--- config.mk ---
export PLATFORM = sky130hd
export DESIGN_NAME = sonar_echo_nearest_match_core
export DESIGN_NICKNAME = d
export VERILOG_FILES = /design/src/sv/senm_pkg.sv /design/src/sv/senm_ctrl.sv /design/src/sv/senm_datapath.sv /design/src/sv/sonar_echo_nearest_match_core.sv
export SDC_FILE = /design/constraint.sdc
export NUM_CORES = 1
export LEC_CHECK = 0
export ABC_CLOCK_PERIOD_IN_PS = 4200
export BUFFER_PORTS_ARGS = -buffer_cell sky130_fd_sc_hd__buf_2
export CAP_MARGIN = 20
export CORE_ASPECT_RATIO = 1.25
export CORE_MARGIN = 3
export CORE_UTILIZATION = 50
export CTS_CLUSTER_DIAMETER = 120
export DETAILED_ROUTE_END_ITERATION = 8
export GPL_TIMING_DRIVEN = 0
export PLACE_DENSITY = 0.65
export SYNTH_ARGS = -nofsm -noshare
export SYNTH_HDL_FRONTEND = slang
export SYNTH_SLANG_ARGS = --single-unit
--- constraint.sdc ---
create_clock -name aclk -period 4.2 [get_ports aclk]
set_clock_uncertainty 0.1 [all_clocks]
set_input_delay 0.42 -clock aclk [delete_from_list [all_inputs] [get_ports aclk]]
set_output_delay 0.42 -clock aclk [all_outputs]
set_load 0.05 [all_outputs]
--- src/sv/senm_pkg.sv ---
// Shared types and constants for the sonar echo nearest-match block.
`timescale 1ns / 1ps

package senm_pkg;

    // Sectors and configuration registers
    localparam int NUM_SECTORS = 3;
    localparam int NUM_CFG_REGS = 2 * NUM_SECTORS;
    localparam int CFG_IDX_W = 3;
    localparam int SEC_W = 2;

    // Field widths
    localparam int DIST_W = 16;
    localparam int HEAD_W = 16;
    localparam int RES_W = 17;
    localparam int IN_DATA_W = 48;
    localparam int IN_USER_W = 4;
    localparam int OUT_DATA_W = 40;

    // Command codes
    localparam logic [1:0] CMD_CLEAR = 2'd0;
    localparam logic [1:0] CMD_ADD = 2'd1;
    localparam logic [1:0] CMD_QUERY = 2'd2;
    localparam logic [1:0] CMD_NONE = 2'd3;

    // Sector codes; the last code marks the end of a scan
    localparam logic [SEC_W-1:0] SEC_LEFT = 2'd0;
    localparam logic [SEC_W-1:0] SEC_MIDDLE = 2'd1;
    localparam logic [SEC_W-1:0] SEC_RIGHT = 2'd2;
    localparam logic [SEC_W-1:0] SEC_DONE = 2'd3;

    // Configuration register indexes
    localparam logic [CFG_IDX_W-1:0] REG_LEFT_START = 3'd0;
    localparam logic [CFG_IDX_W-1:0] REG_LEFT_STOP = 3'd1;
    localparam logic [CFG_IDX_W-1:0] REG_MIDDLE_START = 3'd2;
    localparam logic [CFG_IDX_W-1:0] REG_MIDDLE_STOP = 3'd3;
    localparam logic [CFG_IDX_W-1:0] REG_RIGHT_START = 3'd4;
    localparam logic [CFG_IDX_W-1:0] REG_RIGHT_STOP = 3'd5;

    // Result when no sector matched
    localparam logic [RES_W-1:0] NO_MATCH = 17'h1FFFF;

    // Commands from controller to datapath
    typedef struct packed {
        logic accept;
        logic scan;
        logic emit;
    } senm_cmd_t;

    // Status from datapath to controller
    typedef struct packed {
        logic scan_done;
        logic out_free;
    } senm_status_t;

endpackage

--- src/sv/senm_ctrl.sv ---
// Controller state machine for the sonar echo nearest-match block.
`timescale 1ns / 1ps

module senm_ctrl
    import senm_pkg::*;
(
    input  logic         aclk,
    input  logic         aresetn,
    input  logic         s_tvalid,
    output logic         s_tready,
    input  logic [1:0]   item_cmd,
    input  senm_status_t status,
    output senm_cmd_t    ctrl_cmd
);

    localparam logic [1:0] ST_IDLE = 2'd0;
    localparam logic [1:0] ST_SCAN = 2'd1;
    localparam logic [1:0] ST_EMIT = 2'd2;
    localparam logic [1:0] ST_SPARE = 2'd3;

    logic [1:0] state_reg;
    logic [1:0] state_next;
    logic       accept;

    // Take a word only between queries
    assign s_tready = (state_reg == ST_IDLE);
    assign accept = s_tvalid && s_tready;

    always_comb begin
        state_next = state_reg;
        ctrl_cmd.accept = accept;
        ctrl_cmd.scan = 1'b0;
        ctrl_cmd.emit = 1'b0;
        unique case (state_reg)
            ST_IDLE: begin
                if (accept && item_cmd == CMD_QUERY) begin
                    state_next = ST_SCAN;
                end
            end
            ST_SCAN: begin
                ctrl_cmd.scan = 1'b1;
                if (status.scan_done) begin
                    state_next = ST_EMIT;
                end
            end
            ST_EMIT: begin
                // Hold the result until the output register is free
                if (status.out_free) begin
                    ctrl_cmd.emit = 1'b1;
                    state_next = ST_IDLE;
                end
            end
            ST_SPARE: begin
                state_next = ST_IDLE;
            end
            default: begin
                state_next = ST_IDLE;
            end
        endcase
    end

    always_ff @(posedge aclk) begin
        if (!aresetn) begin
            state_reg <= ST_IDLE;
        end else begin
            state_reg <= state_next;
        end
    end

endmodule

--- src/sv/senm_datapath.sv ---
// Datapath: bounds, echo counts, echo memory, scan pointers, best match and output register.
`timescale 1ns / 1ps

module senm_datapath
    import senm_pkg::*;
#(
    parameter int ECHOES_PER_SECTOR = 16
) (
    input  logic                  aclk,
    input  logic                  aresetn,
    input  logic                  cfg_valid,
    output logic                  cfg_ready,
    input  logic [CFG_IDX_W-1:0]  cfg_index,
    input  logic [15:0]           cfg_data,
    input  logic [IN_DATA_W-1:0]  s_tdata,
    input  logic [IN_USER_W-1:0]  s_tuser,
    output logic                  m_tvalid,
    input  logic                  m_tready,
    output logic [OUT_DATA_W-1:0] m_tdata,
    input  senm_cmd_t             ctrl_cmd,
    output senm_status_t          status
);

    localparam int DEPTH = NUM_SECTORS * ECHOES_PER_SECTOR;
    localparam int ADDR_W = $clog2(DEPTH);
    localparam int CNT_W = $clog2(ECHOES_PER_SECTOR + 1);
    localparam logic [CNT_W-1:0] CNT_FULL = CNT_W'(ECHOES_PER_SECTOR);
    localparam logic [ADDR_W-1:0] SEC_STRIDE = ADDR_W'(ECHOES_PER_SECTOR);

    // Input fields
    logic [1:0]              in_cmd;
    logic [SEC_W-1:0]        in_sector;
    logic [DIST_W-1:0]       in_echo;
    logic signed [HEAD_W-1:0] in_heading;
    logic [DIST_W-1:0]       in_dist;

    assign in_cmd = s_tuser[1:0];
    assign in_sector = s_tuser[3:2];
    assign in_echo = s_tdata[15:0];
    assign in_heading = $signed(s_tdata[31:16]);
    assign in_dist = s_tdata[47:32];

    // Configuration and control registers
    logic signed [HEAD_W-1:0] bound_reg [NUM_CFG_REGS];
    logic [CNT_W-1:0]         count_reg [NUM_SECTORS];
    logic [CNT_W-1:0]         count_next [NUM_SECTORS];
    logic [NUM_SECTORS-1:0]   match_reg, match_next;
    logic [SEC_W-1:0]         sec_reg, sec_next;
    logic [CNT_W-1:0]         idx_reg, idx_next;
    logic                     rd_valid_reg, rd_valid_next;
    logic                     best_valid_reg, best_valid_next;
    logic                     m_tvalid_reg, m_tvalid_next;

    // Payload registers
    logic [DIST_W-1:0] dist_reg;
    logic [DIST_W-1:0] best_val_reg;
    logic [DIST_W-1:0] best_diff_reg;
    logic [DIST_W-1:0] rd_data_reg;
    logic [RES_W-1:0]  res_dist_reg;
    logic [RES_W-1:0]  res_diff_reg;

    // Echo memory
    logic [DIST_W-1:0] echo_mem [DEPTH];
    logic              mem_we;
    logic [ADDR_W-1:0] wr_addr;
    logic              mem_re;
    logic [ADDR_W-1:0] rd_addr;

    logic [CNT_W-1:0]  add_count;
    logic              add_ok;
    logic [CNT_W-1:0]  cur_count;
    logic              cur_match;
    logic [DIST_W-1:0] cand_diff;
    logic              take_cand;

    assign cfg_ready = 1'b1;

    // Store bounds; writes beyond the list are dropped
    always_ff @(posedge aclk) begin
        if (!aresetn) begin
            for (int i = 0; i < NUM_CFG_REGS; i++) begin
                bound_reg[i] <= '0;
            end
        end else if (cfg_valid && cfg_index < CFG_IDX_W'(NUM_CFG_REGS)) begin
            bound_reg[cfg_index] <= $signed(cfg_data);
        end
    end

    // Select the count of the sector being added to
    always_comb begin
        unique case (in_sector)
            SEC_LEFT:   add_count = count_reg[0];
            SEC_MIDDLE: add_count = count_reg[1];
            SEC_RIGHT:  add_count = count_reg[2];
            default:    add_count = CNT_FULL;
        endcase
        add_ok = (add_count < CNT_FULL);
    end

    // Select the count and match flag of the sector under scan
    always_comb begin
        unique case (sec_reg)
            SEC_LEFT: begin
                cur_count = count_reg[0];
                cur_match = match_reg[0];
            end
            SEC_MIDDLE: begin
                cur_count = count_reg[1];
                cur_match = match_reg[1];
            end
            SEC_RIGHT: begin
                cur_count = count_reg[2];
                cur_match = match_reg[2];
            end
            default: begin
                cur_count = '0;
                cur_match = 1'b0;
            end
        endcase
    end

    // Distance of the echo just read, and whether it beats the best so far
    always_comb begin
        cand_diff = (dist_reg >= rd_data_reg) ? (dist_reg - rd_data_reg)
                                              : (rd_data_reg - dist_reg);
        take_cand = rd_valid_reg && (!best_valid_reg || cand_diff < best_diff_reg);
    end

    // Next-state logic for counts, scan pointers and output handshake
    always_comb begin
        for (int i = 0; i < NUM_SECTORS; i++) begin
            count_next[i] = count_reg[i];
        end
        match_next = match_reg;
        sec_next = sec_reg;
        idx_next = idx_reg;
        rd_valid_next = 1'b0;
        best_valid_next = best_valid_reg || take_cand;
        mem_we = 1'b0;
        wr_addr = ADDR_W'(in_sector) * SEC_STRIDE + ADDR_W'(add_count);
        mem_re = 1'b0;
        rd_addr = ADDR_W'(sec_reg) * SEC_STRIDE + ADDR_W'(idx_reg);

        if (ctrl_cmd.accept) begin
            unique case (in_cmd)
                CMD_CLEAR: begin
                    for (int i = 0; i < NUM_SECTORS; i++) begin
                        count_next[i] = '0;
                    end
                end
                CMD_ADD: begin
                    if (add_ok) begin
                        mem_we = 1'b1;
                        count_next[in_sector] = add_count + CNT_W'(1);
                    end
                end
                CMD_QUERY: begin
                    for (int i = 0; i < NUM_SECTORS; i++) begin
                        match_next[i] = (bound_reg[2*i] < in_heading)
                                     && (in_heading < bound_reg[2*i+1])
                                     && (count_reg[i] != '0);
                    end
                    sec_next = SEC_LEFT;
                    idx_next = '0;
                    best_valid_next = 1'b0;
                end
                CMD_NONE: begin
                end
                default: begin
                end
            endcase
        end else if (ctrl_cmd.scan && sec_reg != SEC_DONE) begin
            // Read one echo a cycle; skip sectors that do not match
            if (cur_match && idx_reg < cur_count) begin
                mem_re = 1'b1;
                rd_valid_next = 1'b1;
                if (idx_reg + CNT_W'(1) == cur_count) begin
                    sec_next = sec_reg + SEC_W'(1);
                    idx_next = '0;
                end else begin
                    idx_next = idx_reg + CNT_W'(1);
                end
            end else begin
                sec_next = sec_reg + SEC_W'(1);
                idx_next = '0;
            end
        end

        if (ctrl_cmd.emit) begin
            m_tvalid_next = 1'b1;
        end else if (m_tready) begin
            m_tvalid_next = 1'b0;
        end else begin
            m_tvalid_next = m_tvalid_reg;
        end
    end

    // Control registers
    always_ff @(posedge aclk) begin
        if (!aresetn) begin
            for (int i = 0; i < NUM_SECTORS; i++) begin
                count_reg[i] <= '0;
            end
            match_reg <= '0;
            sec_reg <= SEC_DONE;
            idx_reg <= '0;
            rd_valid_reg <= 1'b0;
            best_valid_reg <= 1'b0;
            m_tvalid_reg <= 1'b0;
        end else begin
            for (int i = 0; i < NUM_SECTORS; i++) begin
                count_reg[i] <= count_next[i];
            end
            match_reg <= match_next;
            sec_reg <= sec_next;
            idx_reg <= idx_next;
            rd_valid_reg <= rd_valid_next;
            best_valid_reg <= best_valid_next;
            m_tvalid_reg <= m_tvalid_next;
        end
    end

    // Echo memory with registered read
    always_ff @(posedge aclk) begin
        if (mem_we) begin
            echo_mem[wr_addr] <= in_echo;
        end
        if (mem_re) begin
            rd_data_reg <= echo_mem[rd_addr];
        end
    end

    // Payload: query distance, best echo and result word
    always_ff @(posedge aclk) begin
        if (ctrl_cmd.accept && in_cmd == CMD_QUERY) begin
            dist_reg <= in_dist;
        end
        if (take_cand) begin
            best_val_reg <= rd_data_reg;
            best_diff_reg <= cand_diff;
        end
        if (ctrl_cmd.emit) begin
            if (best_valid_reg) begin
                res_dist_reg <= {1'b0, best_val_reg};
                res_diff_reg <= {1'b0, best_diff_reg};
            end else begin
                res_dist_reg <= NO_MATCH;
                res_diff_reg <= {1'b0, dist_reg} + RES_W'(1);
            end
        end
    end

    assign status.scan_done = (sec_reg == SEC_DONE) && !rd_valid_reg;
    assign status.out_free = !m_tvalid_reg || m_tready;

    assign m_tvalid = m_tvalid_reg;
    assign m_tdata = {{(OUT_DATA_W - 2*RES_W){1'b0}}, res_diff_reg, res_dist_reg};

endmodule

--- src/sv/sonar_echo_nearest_match_core.sv ---
// Top level of the sonar echo nearest-match block: controller plus datapath.
`timescale 1ns / 1ps

// Usage
//   s_ channel: one command word per handshake. tuser selects the command
//   (clear, add, query) and the sector of an add; tdata carries the echo
//   distance for an add and the heading and visual distance for a query.
//   m_ channel: one result word per query; clear and add give none.
//   cfg channel: writes a sector heading bound; always ready, index above
//   five is dropped. Write only while no query is in flight.
// Query flow
//   Clear and add take effect at acceptance. A query scans the sectors in
//   order, reading the echoes held in matching sectors and skipping the
//   others, then emits the echo nearest the query distance. The echo
//   memory, with separate write and read ports, reads one echo a cycle.
// Reset
//   Counts and bounds clear; stored echoes are never read until rewritten.
// Stall
//   A held result stays in the output register; the next word is still
//   taken, and a following query waits at its end until the register frees.
module sonar_echo_nearest_match_core
    import senm_pkg::*;
#(
    parameter int ECHOES_PER_SECTOR = 16
) (
    input  logic                  aclk,
    input  logic                  aresetn,
    // Configuration writes
    input  logic                  cfg_valid,
    output logic                  cfg_ready,
    input  logic [CFG_IDX_W-1:0]  cfg_index,
    input  logic [15:0]           cfg_data,
    // Command words
    input  logic                  s_tvalid,
    output logic                  s_tready,
    // [15:0] echo_distance, [31:16] robot_heading, [47:32] robot_distance
    input  logic [IN_DATA_W-1:0]  s_tdata,
    // [1:0] cmd, [3:2] sector
    input  logic [IN_USER_W-1:0]  s_tuser,
    // Result words
    output logic                  m_tvalid,
    input  logic                  m_tready,
    // [16:0] sonar_distance, [33:17] distance_difference, [39:34] zero
    output logic [OUT_DATA_W-1:0] m_tdata
);

    senm_cmd_t    ctrl_cmd;
    senm_status_t status;

    senm_ctrl u_ctrl (
        .aclk     (aclk),
        .aresetn  (aresetn),
        .s_tvalid (s_tvalid),
        .s_tready (s_tready),
        .item_cmd (s_tuser[1:0]),
        .status   (status),
        .ctrl_cmd (ctrl_cmd)
    );

    senm_datapath #(
        .ECHOES_PER_SECTOR (ECHOES_PER_SECTOR)
    ) u_datapath (
        .aclk      (aclk),
        .aresetn   (aresetn),
        .cfg_valid (cfg_valid),
        .cfg_ready (cfg_ready),
        .cfg_index (cfg_index),
        .cfg_data  (cfg_data),
        .s_tdata   (s_tdata),
        .s_tuser   (s_tuser),
        .m_tvalid  (m_tvalid),
        .m_tready  (m_tready),
        .m_tdata   (m_tdata),
        .ctrl_cmd  (ctrl_cmd),
        .status    (status)
    );

endmodule

==> results.toml <==
[logic_synthesis]
synthMuxAreaShare_pct = 13.64
synth_top_family_by_area = "multiplexers"
yosysWarnings = 0
syn_inst = 2395
yosys.area_share.adder_pct = 4.569
avgSynthCellArea_um2 = 17.63
synth_edf_count = 962
synth_seq_cells = 992
synth.area.top_cells = "edfxtp_1 68%, mux4_2 13%, ha_1 4.5%"
synth_area_mm2 = 0.04222
synth_common_cells = "962 x edfxtp_1, 240 x mux4_2, 169 x nor2_1"
synth_flop_cell = "edfxtp_1"
ys_types = 68
synth_xor_xnor_area_share_pct = 0.7882
synthArstFlopShare_pct = 0
synth_top_area_cell = "edfxtp_1"
synth-seq-area-share_pct = 69.84
synth.most_common_cell = "edfxtp_1"
yosys.area_share.simple_pct = 4.762
synth_compound_area_share_pct = 4.000
yosys.area.top_type_share_pct = 68.41

[clock_tree]
cts_tree = "built"
htreeDepth = 3
clock_latency_ns = 0.66
clockBufferDepth = 3
numCtsBuffers = 98
cts_root_buf = "clkbuf_16"
cts_sinks = 992
clk_pin_slew_ns = 0.06

[detailed_routing]
drtAntennaViolNets = 0
wire_per_inst_um = 26.26
drcViolationCount = 0
drt_iter0_drc = 1918
vias = 22483
drt-vias-per-instance = 5.841
drtPass1Iterations = 5
wirelength_um = 101100

[grt]
gr-usage-all-layers_pct = 23.27
grt_first_pass_wirelength_um = 148900
antenna_found_initial = 1
grt.overflow.total = 0
grt_pass1_vias = 23285
grt_max_degree = 49

[setup_path]
critPathTopFamily = "compound AO/OA/AOI/OAI gates"
crit_buf_inv = 5
crit_required_ns = 4.46
worst-setup-path-type = "reg -> reg"
slowest_delay_ns = 0.44
crit_slowest_cell = "edfxtp_1"
startpoint_type = "flop"
worstPathCellList = "inv_2, ha_4, inv_4, fa_2, a21o_1, a221oi_4, o21ai_2, a211oi_4, buf_6, buf_6, buf_4, a21oi_2, xor2_2, ha_1, a21o_1, a21o_1, a21oi_2, o21ai_1, a21o_1, a21oi_4, o221a_4"
cp_common_cell = "a21o_1"
critPathCaptureType = "flop"
critical_path_arrival_ns = 4.98
path_max_fanout = 8

[timing]
worst_pin_slew_ns = 1.083
slew_headroom_pct = 27.82
finalSetupTns_ns = -15.84
drv_slew = 0
finalSetupViolations = 32
rsz0062_at_grt = "yes"
fmax_mhz = 211.9
post-route-period-util_pct = 112.4
hold_viol = 0
layout_setup_ws_ns = -0.5201
min_period_ns = 4.720
holdWs_ns = 0.09516

[flow_run]
maxCapViolCount = 0

[pwr]
static-leakage-power_nw = 16.59
p_seq_share_pct = 53.1
pwr-share-comb_pct = 3.8
swShare_pct = 20.51
p_clk_share_pct = 43.1
p_per_area_mw_per_mm2 = 423.7
p_total_mw = 20.63
p_switching_mw = 4.230
internal-power_mw = 16.40
vdd_drop_max_v = 0.0004155

[finish]
stdcell_count = 3849
final_cell_area_mm2 = 0.04869
drive_gt1_share_pct = 24.11
syn2layout_area_growth_pct = 15.31
largest_reg_flops = 768
nets = 2914
fin_util_pct = 58.47

[placed_design]
dp_hpwl_um = 68810
gp_congestion = 0.8601
placed_cells = 3625
post_dp_cell_area_mm2 = 0.04490
portBuffers = 110
place_ws_ns = -1.156

[outcome]
outcome = "complete, but fails checks"
violations = "setup timing"

[floorplan]
die_area_mm2 = 0.08799
initial_core_util_pct = 50.71
die_w_um = 265.9
core_area_mm2 = 0.08327
boundaryPins = 119
die_h_um = 330.9
core.rowCount = 118

[worst_hold_path]
hold_class = "in -> reg"
-- worst paths after layout --
check                                from                          to  slack, ns  depth (start not counted)
hold / removal                    aresetn         u_ctrl.state_reg[0]        0.1                          2
setup reg to reg   u_datapath.dist_reg[0]  u_datapath.best_val_reg[2]      -0.52                         21
hold reg to reg   u_datapath.match_reg[2]     u_datapath.match_reg[2]       0.37                          2
setup / recovery   u_datapath.dist_reg[0]  u_datapath.best_val_reg[2]      -0.52                         21
-- power groups by stage --
stage                     combinational, mW  sequential, mW  clock (mW)
final                                 0.777            11.0        8.89
after global routing                  0.860            11.0        9.41
after CTS                             0.772            11.0        9.05
after detailed placement              0.738            11.2           0
after global placement                0.696            11.2           0
after floorplan                       0.379            11.2           0
-- final cells by class --
class / instances / area, µm²
fill: 6218 / 34580
sequential: 992 / 29490
multi-input combinational: 1165 / 12030
clock buffer: 129 / 2633
timing repair buffer: 188 / 1556
tap: 1080 / 1351
clock inverter: 53 / 626.9
inverter: 142 / 535.5
buffer: 98 / 464.2
antenna: 2 / 5.005
-- routing by layer --
metal	vias up	GRT usage (%)	wire [µm]	share of wire (%)
met2	718	40.94	52630	52
met1	11570	28.45	38280	38
met5	-	0	0	0
met3	172	3.819	5735	5.7
met4	0	10.46	4414	4.4
li1	10023	-	-	-
-- logic make-up after synthesis --
family | Yosys count
AO/OA/AOI/OAI | 251
XOR/XNOR | 38
adder cells (fa/ha/maj) | 153
buffers and inverters | 246
flip-flops | 992
multiplexers | 275
other | 2
AND/OR/NAND/NOR | 438
-- layout by cell type (no fill, tap or decap), drive strengths merged, types with 6 or more instances in the layout --
master,instances
edfxtp,962
mux4,240
buf,214
clkbuf,183
nor2,169
ha,151
inv,145
nand2,115
o21ai,66
a21oi,51
a21o,41
clkinv,34
mux2i,32
dfxtp,30
nand2b,29
nand3,27
xnor2,27
nor2b,20
dlygate4sd3,17
and2,17
nand4,14
a211oi,14
bufinv,13
nor3,11
xor2,11
o21a,9
a31oi,8
o211ai,7
or3,7
conb,7
a222oi,6
or2,6
and4,6
-- what timing repair did --
| action | in CTS | in global routing |
|---|---|---|
| cloned | 3 | 0 |
| buffers inserted | 13 | 11 |
| endpoints found under the hold margin | 17 | 0 |
| endpoints found under the setup margin | 32 | 41 |
| pin swaps | 10 | 10 |
| resized for setup | 12 | 17 |
| hold buffers | 17 | 0 |
Note: power is estimated with default switching activity, not from simulation.
